**src/rtl/dcpwm_pkg.sv**
```systemverilog
package dcpwm_pkg;

	// Register indexes on the configuration port.
	localparam logic [2:0] REG_TOP      = 3'd0;
	localparam logic [2:0] REG_DUTY_A   = 3'd1;
	localparam logic [2:0] REG_DUTY_B   = 3'd2;
	localparam logic [2:0] REG_MODE     = 3'd3;
	localparam logic [2:0] REG_INVERT   = 3'd4;
	localparam logic [2:0] REG_ENABLE   = 3'd5;
	localparam logic [2:0] REG_PRESCALE = 3'd6;

	localparam logic [1:0] MODE_FAST = 2'd0;

	localparam int TOP_W  = 16;
	localparam int DUTY_W = 7;
	localparam logic [DUTY_W-1:0] DUTY_MAX = 7'd100;

	// floor(x / 100) for x below 2^23 is (x * RECIP) >> RECIP_SHIFT.
	localparam int PROD_W      = TOP_W + DUTY_W;
	localparam int RECIP_W     = 24;
	localparam int SCALE_W     = PROD_W + RECIP_W;
	localparam int RECIP_SHIFT = 30;
	localparam logic [RECIP_W-1:0] RECIP = 24'd10737419;

	localparam logic [2:0] PSC_DIV1    = 3'd1;
	localparam logic [2:0] PSC_DIV8    = 3'd2;
	localparam logic [2:0] PSC_DIV64   = 3'd3;
	localparam logic [2:0] PSC_DIV256  = 3'd4;
	localparam logic [2:0] PSC_DIV1024 = 3'd5;

	typedef struct packed {
		logic        running;
		logic [15:0] last;
	} prescale_t;

	// Terminal prescaler count (divisor minus one) for a select code.
	function automatic prescale_t prescale_of(input logic [2:0] sel);
		prescale_t p;
		p.running = 1'b1;
		case (sel)
			PSC_DIV1:    p.last = 16'd0;
			PSC_DIV8:    p.last = 16'd7;
			PSC_DIV64:   p.last = 16'd63;
			PSC_DIV256:  p.last = 16'd255;
			PSC_DIV1024: p.last = 16'd1023;
			default: begin
				p.running = 1'b0;
				p.last    = 16'd0;
			end
		endcase
		return p;
	endfunction

endpackage

```
**src/rtl/dual_channel_pwm_generator.sv**
```systemverilog
// Dual-channel PWM timer with a shared counter and two compare channels.
// Input channel (in_valid, in_ready, tick): each beat is one base clock tick;
// tick = 0 holds the timer and still yields a result. Output channel
// (out_valid, out_ready, out_a, out_b, count, counting_down): exactly one
// result beat per input beat, in order, showing the outputs after that tick.
// Configuration channel (cfg_valid, cfg_ready, cfg_addr, cfg_data) is always
// ready and writes one register per beat; the user must see that registers
// are written only while idle, which the block itself does not enforce.
// Throughput: one beat per cycle unless the receiver stalls, set by the
// counter and prescaler step that updates the timer state on every accepted
// beat. The compare values floor(duty * top / 100) are derived from the
// registers through a registered product and a reciprocal multiply, so
// they follow a configuration write via the written and then the product
// register. The stage register plus the output register decouple the sides:
// when the receiver stalls, one more beat is taken into the stage, then
// in_ready drops until out_ready returns. Reset clears all registers, the
// counter, the prescaler and the direction flag, and empties both stages.
module dual_channel_pwm_generator #(
	parameter int COUNTER_WIDTH  = 16,
	parameter int PRESCALE_WIDTH = 10
) (
	input  logic        clk,
	input  logic        arst_n,
	input  logic        in_valid,
	output logic        in_ready,
	input  logic        tick,
	output logic        out_valid,
	input  logic        out_ready,
	output logic        out_a,
	output logic        out_b,
	output logic [15:0] count,
	output logic        counting_down,
	input  logic        cfg_valid,
	output logic        cfg_ready,
	input  logic [2:0]  cfg_addr,
	input  logic [15:0] cfg_data
);

	localparam int CW = COUNTER_WIDTH;
	localparam int PW = PRESCALE_WIDTH;
	// Only the low COUNTER_WIDTH bits of the top register take part.
	localparam logic [15:0] TOP_MASK = (CW >= 16) ? 16'hFFFF : 16'((64'd1 << CW) - 64'd1);

	// Configuration registers.
	logic [15:0]                    top_q;
	logic [dcpwm_pkg::DUTY_W-1:0]   duty_a_q;
	logic [dcpwm_pkg::DUTY_W-1:0]   duty_b_q;
	logic [1:0]                     mode_q;
	logic                           invert_q;
	logic [1:0]                     enable_q;
	logic [2:0]                     psel_q;

	// Timer state.
	logic [PW-1:0] prescale_q;
	logic [CW-1:0] counter_q;
	logic          down_q;

	// Stage register between the timer step and the output register.
	logic          valid_s1;
	logic [CW-1:0] counter_s1;
	logic          down_s1;

	logic                          in_fire;
	logic                          adv;
	logic [dcpwm_pkg::DUTY_W-1:0]  duty_clamped;
	logic [15:0]                   top_eff;
	logic [CW-1:0]                 top_cw;
	dcpwm_pkg::prescale_t          psc;
	logic [PW-1:0]                 psc_last;
	logic                          step;
	logic [PW-1:0]                 prescale_n;
	logic [CW-1:0]                 counter_n;
	logic                          down_n;
	logic [15:0]                   cmp_a;
	logic [15:0]                   cmp_b;

	assign cfg_ready = 1'b1;
	assign adv       = !out_valid || out_ready;
	assign in_ready  = !valid_s1 || adv;
	assign in_fire   = in_valid && in_ready;

	// A duty write keeps its low seven bits and saturates at one hundred.
	assign duty_clamped = (cfg_data[6:0] > dcpwm_pkg::DUTY_MAX) ? dcpwm_pkg::DUTY_MAX
		: cfg_data[6:0];

	always_ff @(posedge clk or negedge arst_n) begin
		if (!arst_n) begin
			top_q    <= '0;
			duty_a_q <= '0;
			duty_b_q <= '0;
			mode_q   <= '0;
			invert_q <= 1'b0;
			enable_q <= '0;
			psel_q   <= '0;
		end else if (cfg_valid && cfg_ready) begin
			case (cfg_addr)
				dcpwm_pkg::REG_TOP:      top_q    <= cfg_data;
				dcpwm_pkg::REG_DUTY_A:   duty_a_q <= duty_clamped;
				dcpwm_pkg::REG_DUTY_B:   duty_b_q <= duty_clamped;
				dcpwm_pkg::REG_MODE:     mode_q   <= cfg_data[1:0];
				dcpwm_pkg::REG_INVERT:   invert_q <= cfg_data[0];
				dcpwm_pkg::REG_ENABLE:   enable_q <= cfg_data[1:0];
				dcpwm_pkg::REG_PRESCALE: psel_q   <= cfg_data[2:0];
				default: ;
			endcase
		end
	end

	assign top_eff  = top_q & TOP_MASK;
	assign top_cw   = CW'(top_eff);
	assign psc      = dcpwm_pkg::prescale_of(psel_q);
	assign psc_last = PW'(psc.last);

	// Prescaler and counter step for one tick. A prescale count at or past
	// the terminal value (possible after a select change) wraps and steps.
	always_comb begin
		prescale_n = prescale_q;
		counter_n  = counter_q;
		down_n     = down_q;
		step       = 1'b0;
		if (tick && psc.running) begin
			if (prescale_q >= psc_last) begin
				prescale_n = '0;
				step       = 1'b1;
			end else begin
				prescale_n = prescale_q + 1'b1;
			end
		end
		if (step) begin
			if (mode_q == dcpwm_pkg::MODE_FAST) begin
				// Single slope: wrap at top; a counter above top runs on to
				// the full-width wrap.
				down_n    = 1'b0;
				counter_n = (counter_q == top_cw) ? '0 : counter_q + 1'b1;
			end else if (!down_q) begin
				// Rising: turn at top, or at once when already above it.
				if (counter_q >= top_cw) begin
					if (counter_q != '0) begin
						down_n    = 1'b1;
						counter_n = counter_q - 1'b1;
					end
				end else begin
					counter_n = counter_q + 1'b1;
				end
			end else begin
				// Falling: turn at zero; with top at zero the counter stays put.
				if (counter_q == '0) begin
					down_n    = 1'b0;
					counter_n = (top_cw != '0) ? CW'(1) : '0;
				end else begin
					counter_n = counter_q - 1'b1;
				end
			end
		end
	end

	always_ff @(posedge clk or negedge arst_n) begin
		if (!arst_n) begin
			prescale_q <= '0;
			counter_q  <= '0;
			down_q     <= 1'b0;
			valid_s1   <= 1'b0;
		end else if (in_ready) begin
			valid_s1 <= in_valid;
			if (in_valid) begin
				prescale_q <= prescale_n;
				counter_q  <= counter_n;
				down_q     <= down_n;
			end
		end
	end

	always_ff @(posedge clk) begin
		if (in_fire) begin
			counter_s1 <= counter_n;
			down_s1    <= down_n;
		end
	end

	dcpwm_compare u_cmp_a (
		.clk    (clk),
		.arst_n (arst_n),
		.duty   (duty_a_q),
		.top    (top_eff),
		.cmp    (cmp_a)
	);

	dcpwm_compare u_cmp_b (
		.clk    (clk),
		.arst_n (arst_n),
		.duty   (duty_b_q),
		.top    (top_eff),
		.cmp    (cmp_b)
	);

	always_ff @(posedge clk or negedge arst_n) begin
		if (!arst_n) begin
			out_valid <= 1'b0;
		end else if (adv) begin
			out_valid <= valid_s1;
		end
	end

	// The compare values never exceed the masked top, so they fit the counter
	// width exactly. A disabled channel drives 0 whatever the inversion.
	always_ff @(posedge clk) begin
		if (adv && valid_s1) begin
			out_a         <= enable_q[0] && ((counter_s1 < CW'(cmp_a)) ^ invert_q);
			out_b         <= enable_q[1] && ((counter_s1 < CW'(cmp_b)) ^ invert_q);
			count         <= 16'(counter_s1);
			counting_down <= down_s1;
		end
	end

`ifndef ASSERT_OFF
	// Timer state moves only on an accepted beat.
	assert property (@(posedge clk) disable iff (!arst_n)
		!in_fire |=> $stable(counter_q) && $stable(prescale_q) && $stable(down_q))
		else $error("timer state changed without an accepted beat");

	// A stopped prescaler freezes the counter even on ticks.
	assert property (@(posedge clk) disable iff (!arst_n)
		in_fire && !psc.running |=> $stable(counter_q) && $stable(prescale_q))
		else $error("stopped timer advanced");

	// A single-slope step always leaves the direction flag clear.
	assert property (@(posedge clk) disable iff (!arst_n)
		in_fire && step && mode_q == dcpwm_pkg::MODE_FAST |=> !down_q)
		else $error("direction flag set in fast mode");

	// A falling dual-slope step moves the counter down by exactly one.
	assert property (@(posedge clk) disable iff (!arst_n)
		in_fire && step && mode_q != dcpwm_pkg::MODE_FAST && down_q && counter_q != '0
		|=> counter_q == $past(counter_q) - 1'b1)
		else $error("falling counter did not step by one");
`endif

endmodule

```
**src/rtl/dcpwm_compare.sv**
```systemverilog
module dcpwm_compare (
	input  logic                               clk,
	input  logic                               arst_n,
	input  logic [dcpwm_pkg::DUTY_W-1:0]       duty,
	input  logic [dcpwm_pkg::TOP_W-1:0]        top,
	output logic [dcpwm_pkg::TOP_W-1:0]        cmp
);

	localparam int SW = dcpwm_pkg::SCALE_W;

	logic [dcpwm_pkg::PROD_W-1:0] prod_q;
	logic [SW-1:0]                scaled;

	// The product is registered so that only one multiplier sits in each path.
	always_ff @(posedge clk or negedge arst_n) begin
		if (!arst_n) begin
			prod_q <= '0;
		end else begin
			prod_q <= dcpwm_pkg::PROD_W'(duty) * dcpwm_pkg::PROD_W'(top);
		end
	end

	assign scaled = SW'(prod_q) * SW'(dcpwm_pkg::RECIP);
	assign cmp    = scaled[dcpwm_pkg::RECIP_SHIFT +: dcpwm_pkg::TOP_W];

endmodule

```
**config.mk**
```make
export PLATFORM = sky130hd
export DESIGN_NAME = dual_channel_pwm_generator
export DESIGN_NICKNAME = d
export VERILOG_FILES = /design/src/rtl/dcpwm_pkg.sv /design/src/rtl/dual_channel_pwm_generator.sv /design/src/rtl/dcpwm_compare.sv
export SDC_FILE = /design/constraint.sdc
export NUM_CORES = 2
export LEC_CHECK = 0
export CORE_AREA = 8 8 276 278
export CTS_CLUSTER_DIAMETER = 150
export DETAILED_ROUTE_END_ITERATION = 16
export DIE_AREA = 0 0 284 286
export DONT_BUFFER_PORTS = 1
export GPL_TIMING_DRIVEN = 0
export PLACE_DENSITY_LB_ADDON = 0.15
export SLEW_MARGIN = 5
export SYNTH_ARGS = -nofsm -noshare
export SYNTH_HDL_FRONTEND = slang
export SYNTH_SLANG_ARGS = --single-unit
```
**constraint.sdc**
```tcl
create_clock -name clk -period 7.6 [get_ports clk]
set_input_delay 1.52 -clock clk [delete_from_list [all_inputs] [get_ports clk]]
set_output_delay 1.52 -clock clk [all_outputs]
set_load 0.02 [all_outputs]
```
==> results.json <==
{
  "final_common_cell": "inv_1",
  "grt_pass1_wl_um": 133000,
  "relSlewSlack_pct": 21.5,
  "post-place-ws_ps": -1500,
  "ys_warn_count": 0,
  "drv_slew": 0,
  "num-nets-final": 4522,
  "dp_hpwl_um": 70900,
  "finalSetupViolCount": 2,
  "yosysSeqAreaShare_pct": 12.3,
  "drive_above_1_share_pct": 7.71,
  "htreeDepth": 4,
  "num_io_pins": 47,
  "highest_layer": "met4",
  "wl_met1_um": 36400,
  "crit_fanout": 3,
  "cts_tree": "built",
  "synth-seq-cells": 149,
  "synth_flop_cell": "dfrtp_1",
  "die_w_um": 284,
  "hp-class": "reg -> reg",
  "coreArea_mm2": 0.0721,
  "maxCapViolCount": 0,
  "finalCriticalPeriod_ps": 8270,
  "grt_pass1_vias": 24400,
  "synth.distinct_cells": 81,
  "tightest_slew_ps": 1170,
  "vias": 22300,
  "crit_path_start_kind": "register",
  "cts_buffers": 17,
  "track_usage_pct": 20.9,
  "utilization_pct": 48.1,
  "r2r_slack_ps": -670,
  "root_buffer": "clkbuf_16",
  "status": "finished with violations",
  "cpMaxStageDelayCell": "fa_2",
  "clockBufferDepth": 2,
  "fp.dieH_um": 286,
  "ant_nets": 0,
  "fin_skew_ps": 25.4,
  "grt_setup_unrepaired": "yes",
  "synth_edf_count": 36,
  "critPathBufInv": 6,
  "crit_arrival_ps": 8470,
  "violations": "setup timing",
  "wl_met3_um": 3550,
  "clock_latency_ps": 460,
  "cts_num_sinks": 149,
  "syn_nets": 4439,
  "syn-cell-area_mm2": 0.0319,
  "die_area_mm2": 0.0812,
  "place.gp.congestion": 0.904,
  "route.met2.wl_um": 40900,
  "grt_max_degree": 114,
  "initial_core_util_pct": 44.2,
  "postSynth.asyncResetShare_pct": 75.8,
  "wl_per_cell_um": 19.4,
  "clk_pin_slew_ps": 80,
  "gr-total-overflow": 0,
  "setup_ws_ps": -666,
  "routed_wl_um": 83700,
  "firstDrtPassIters": 7,
  "io_buffers": 0,
  "cp_data_required_time_ps": 7810,
  "fin_crit_sh_pct": 109,
  "rows": 99,
  "synthCells": 3264,
  "cp_slowest_stage_delay_ps": 580,
  "drt-initial-drc-count": 1173,
  "syn_area_per_cell_um2": 9.76,
  "whs_ps": 434,
  "crit_family": "adder cells",
  "layout_common_cells": "inv_1 (770), ha_1 (609), fa_1 (509), nand2_1 (272), and2_1 (97)",
  "critPathKind": "reg -> reg",
  "final_hold_viol_count": 0,
  "area_growth_pct": 8.91,
  "fmax_ghz": 0.121,
  "antenna_cells": 0,
  "antenna_found_initial": 3,
  "viasPerCell": 5.17,
  "drc": 0,
  "worst_setup_path_end_kind": "register"
}
==> through the flow <==
step                TNS, ps  instance area, µm²  std cells
floorplan                 0               31900       3264
global placement      -2790               33100       4223
detailed placement    -2990               33100       4223
CTS                   -1180               34300       4296
global route          -1690               34700       4319
finish                -1110               34700       4319
==> path summary, 6_finish.rpt <==
kind | start | cells past startpoint | end
max in group asynchronous | arst_n | 0 | u_cmp_b.prod_q[16]$_DFF_PN0_
max reg2reg | u_cmp_a.prod_q[6]$_DFF_PN0_ | 36 | out_a$_DFFE_PP_
min in group asynchronous | arst_n | 0 | duty_b_q[0]$_DFFE_PN0P_
min | down_s1$_DFFE_PP_ | 0 | counting_down$_DFFE_PP_
max | u_cmp_a.prod_q[6]$_DFF_PN0_ | 36 | out_a$_DFFE_PP_
min reg2reg | down_s1$_DFFE_PP_ | 0 | counting_down$_DFFE_PP_
==> timing repair <==
item                                    4_1_cts  5_1_grt
resized for setup                            86       53
setup buffers                                41       23
hold buffers                                  0        0
pin swaps                                    45       40
endpoints found under the hold margin         0        0
endpoints found under the setup margin        2        2
==> final cells by class <==
type | instances | area (µm²)
inverter | 783 | 2940
fill | 6835 | 37400
buffer | 63 | 248
clock buffer | 17 | 425
sequential | 149 | 3950
clock inverter | 15 | 180
tap | 959 | 1200
timing repair buffer | 64 | 508
multi-input combinational | 2269 | 25200
==> sequential cells by signal, summed over array words and instances, names as in the netlist, 2 cells and up <==
name and cells:
u_cmp_a.prod_q 23, u_cmp_b.prod_q 23, count 16, counter_q 16, counter_s1 16, top_cw 16
prescale_q 10, duty_a_q 7, duty_b_q 7, psel_q 3, enable_q 2, mode_q 2
==> metal layers <==
metal	vias up	track usage (%)
li1	10500	-
met1	11300	26.7
met2	446	35.8
met3	114	3.44
met4	0	7.14
met5	-	0
==> worst register-to-register path: cells and delay by family, from the launching register on <==
family / cells / cell delay (ps)
adder cells (fa/ha/maj): 9 / 4010
AO/OA/AOI/OAI: 10 / 1630
AND/OR/NAND/NOR: 9 / 1310
flip-flops: 1 / 420
buffers and inverters: 6 / 350
XOR/XNOR: 2 / 300
==> synthesized netlist by cell type (9+ instances only) <==
library cell | n | area, µm²
nand2b_1 | 13 | 81.3
ha_1 | 624 | 7810
o21bai_1 | 13 | 97.6
a21o_1 | 50 | 375
nor2b_1 | 18 | 113
o21a_1 | 12 | 90.1
clkbuf_1 | 54 | 203
dfrtp_1 | 113 | 2830
and2_1 | 98 | 613
nor4_1 | 9 | 56.3
and3_1 | 18 | 113
a21oi_1 | 89 | 445
o21ai_0 | 98 | 490
nand4_1 | 22 | 138
nor2_1 | 92 | 345
nand2_1 | 273 | 1020
nor3_1 | 31 | 155
nand3_1 | 40 | 200
mux2_2 | 12 | 135
xor2_1 | 32 | 280
fa_1 | 526 | 10500
edfxtp_1 | 36 | 1080
inv_1 | 783 | 2940
xnor2_1 | 59 | 517
==> cells by family after synthesis <==
group | after synthesis | share of synthesized area, %
AOI/OAI and AO/OA | 364 | 7.42
muxes | 15 | 0.518
buffers and inverters | 846 | 10.0
and+or+nand+nor | 648 | 9.72
adders and majority gates | 1150 | 57.6
xor gates and xnor gates | 91 | 2.50
DFF | 149 | 12.3
other | 1 | 0.0118
Power is not shown: default switching activity piles up to over one toggle a cycle in this logic, so the estimate is an artifact.
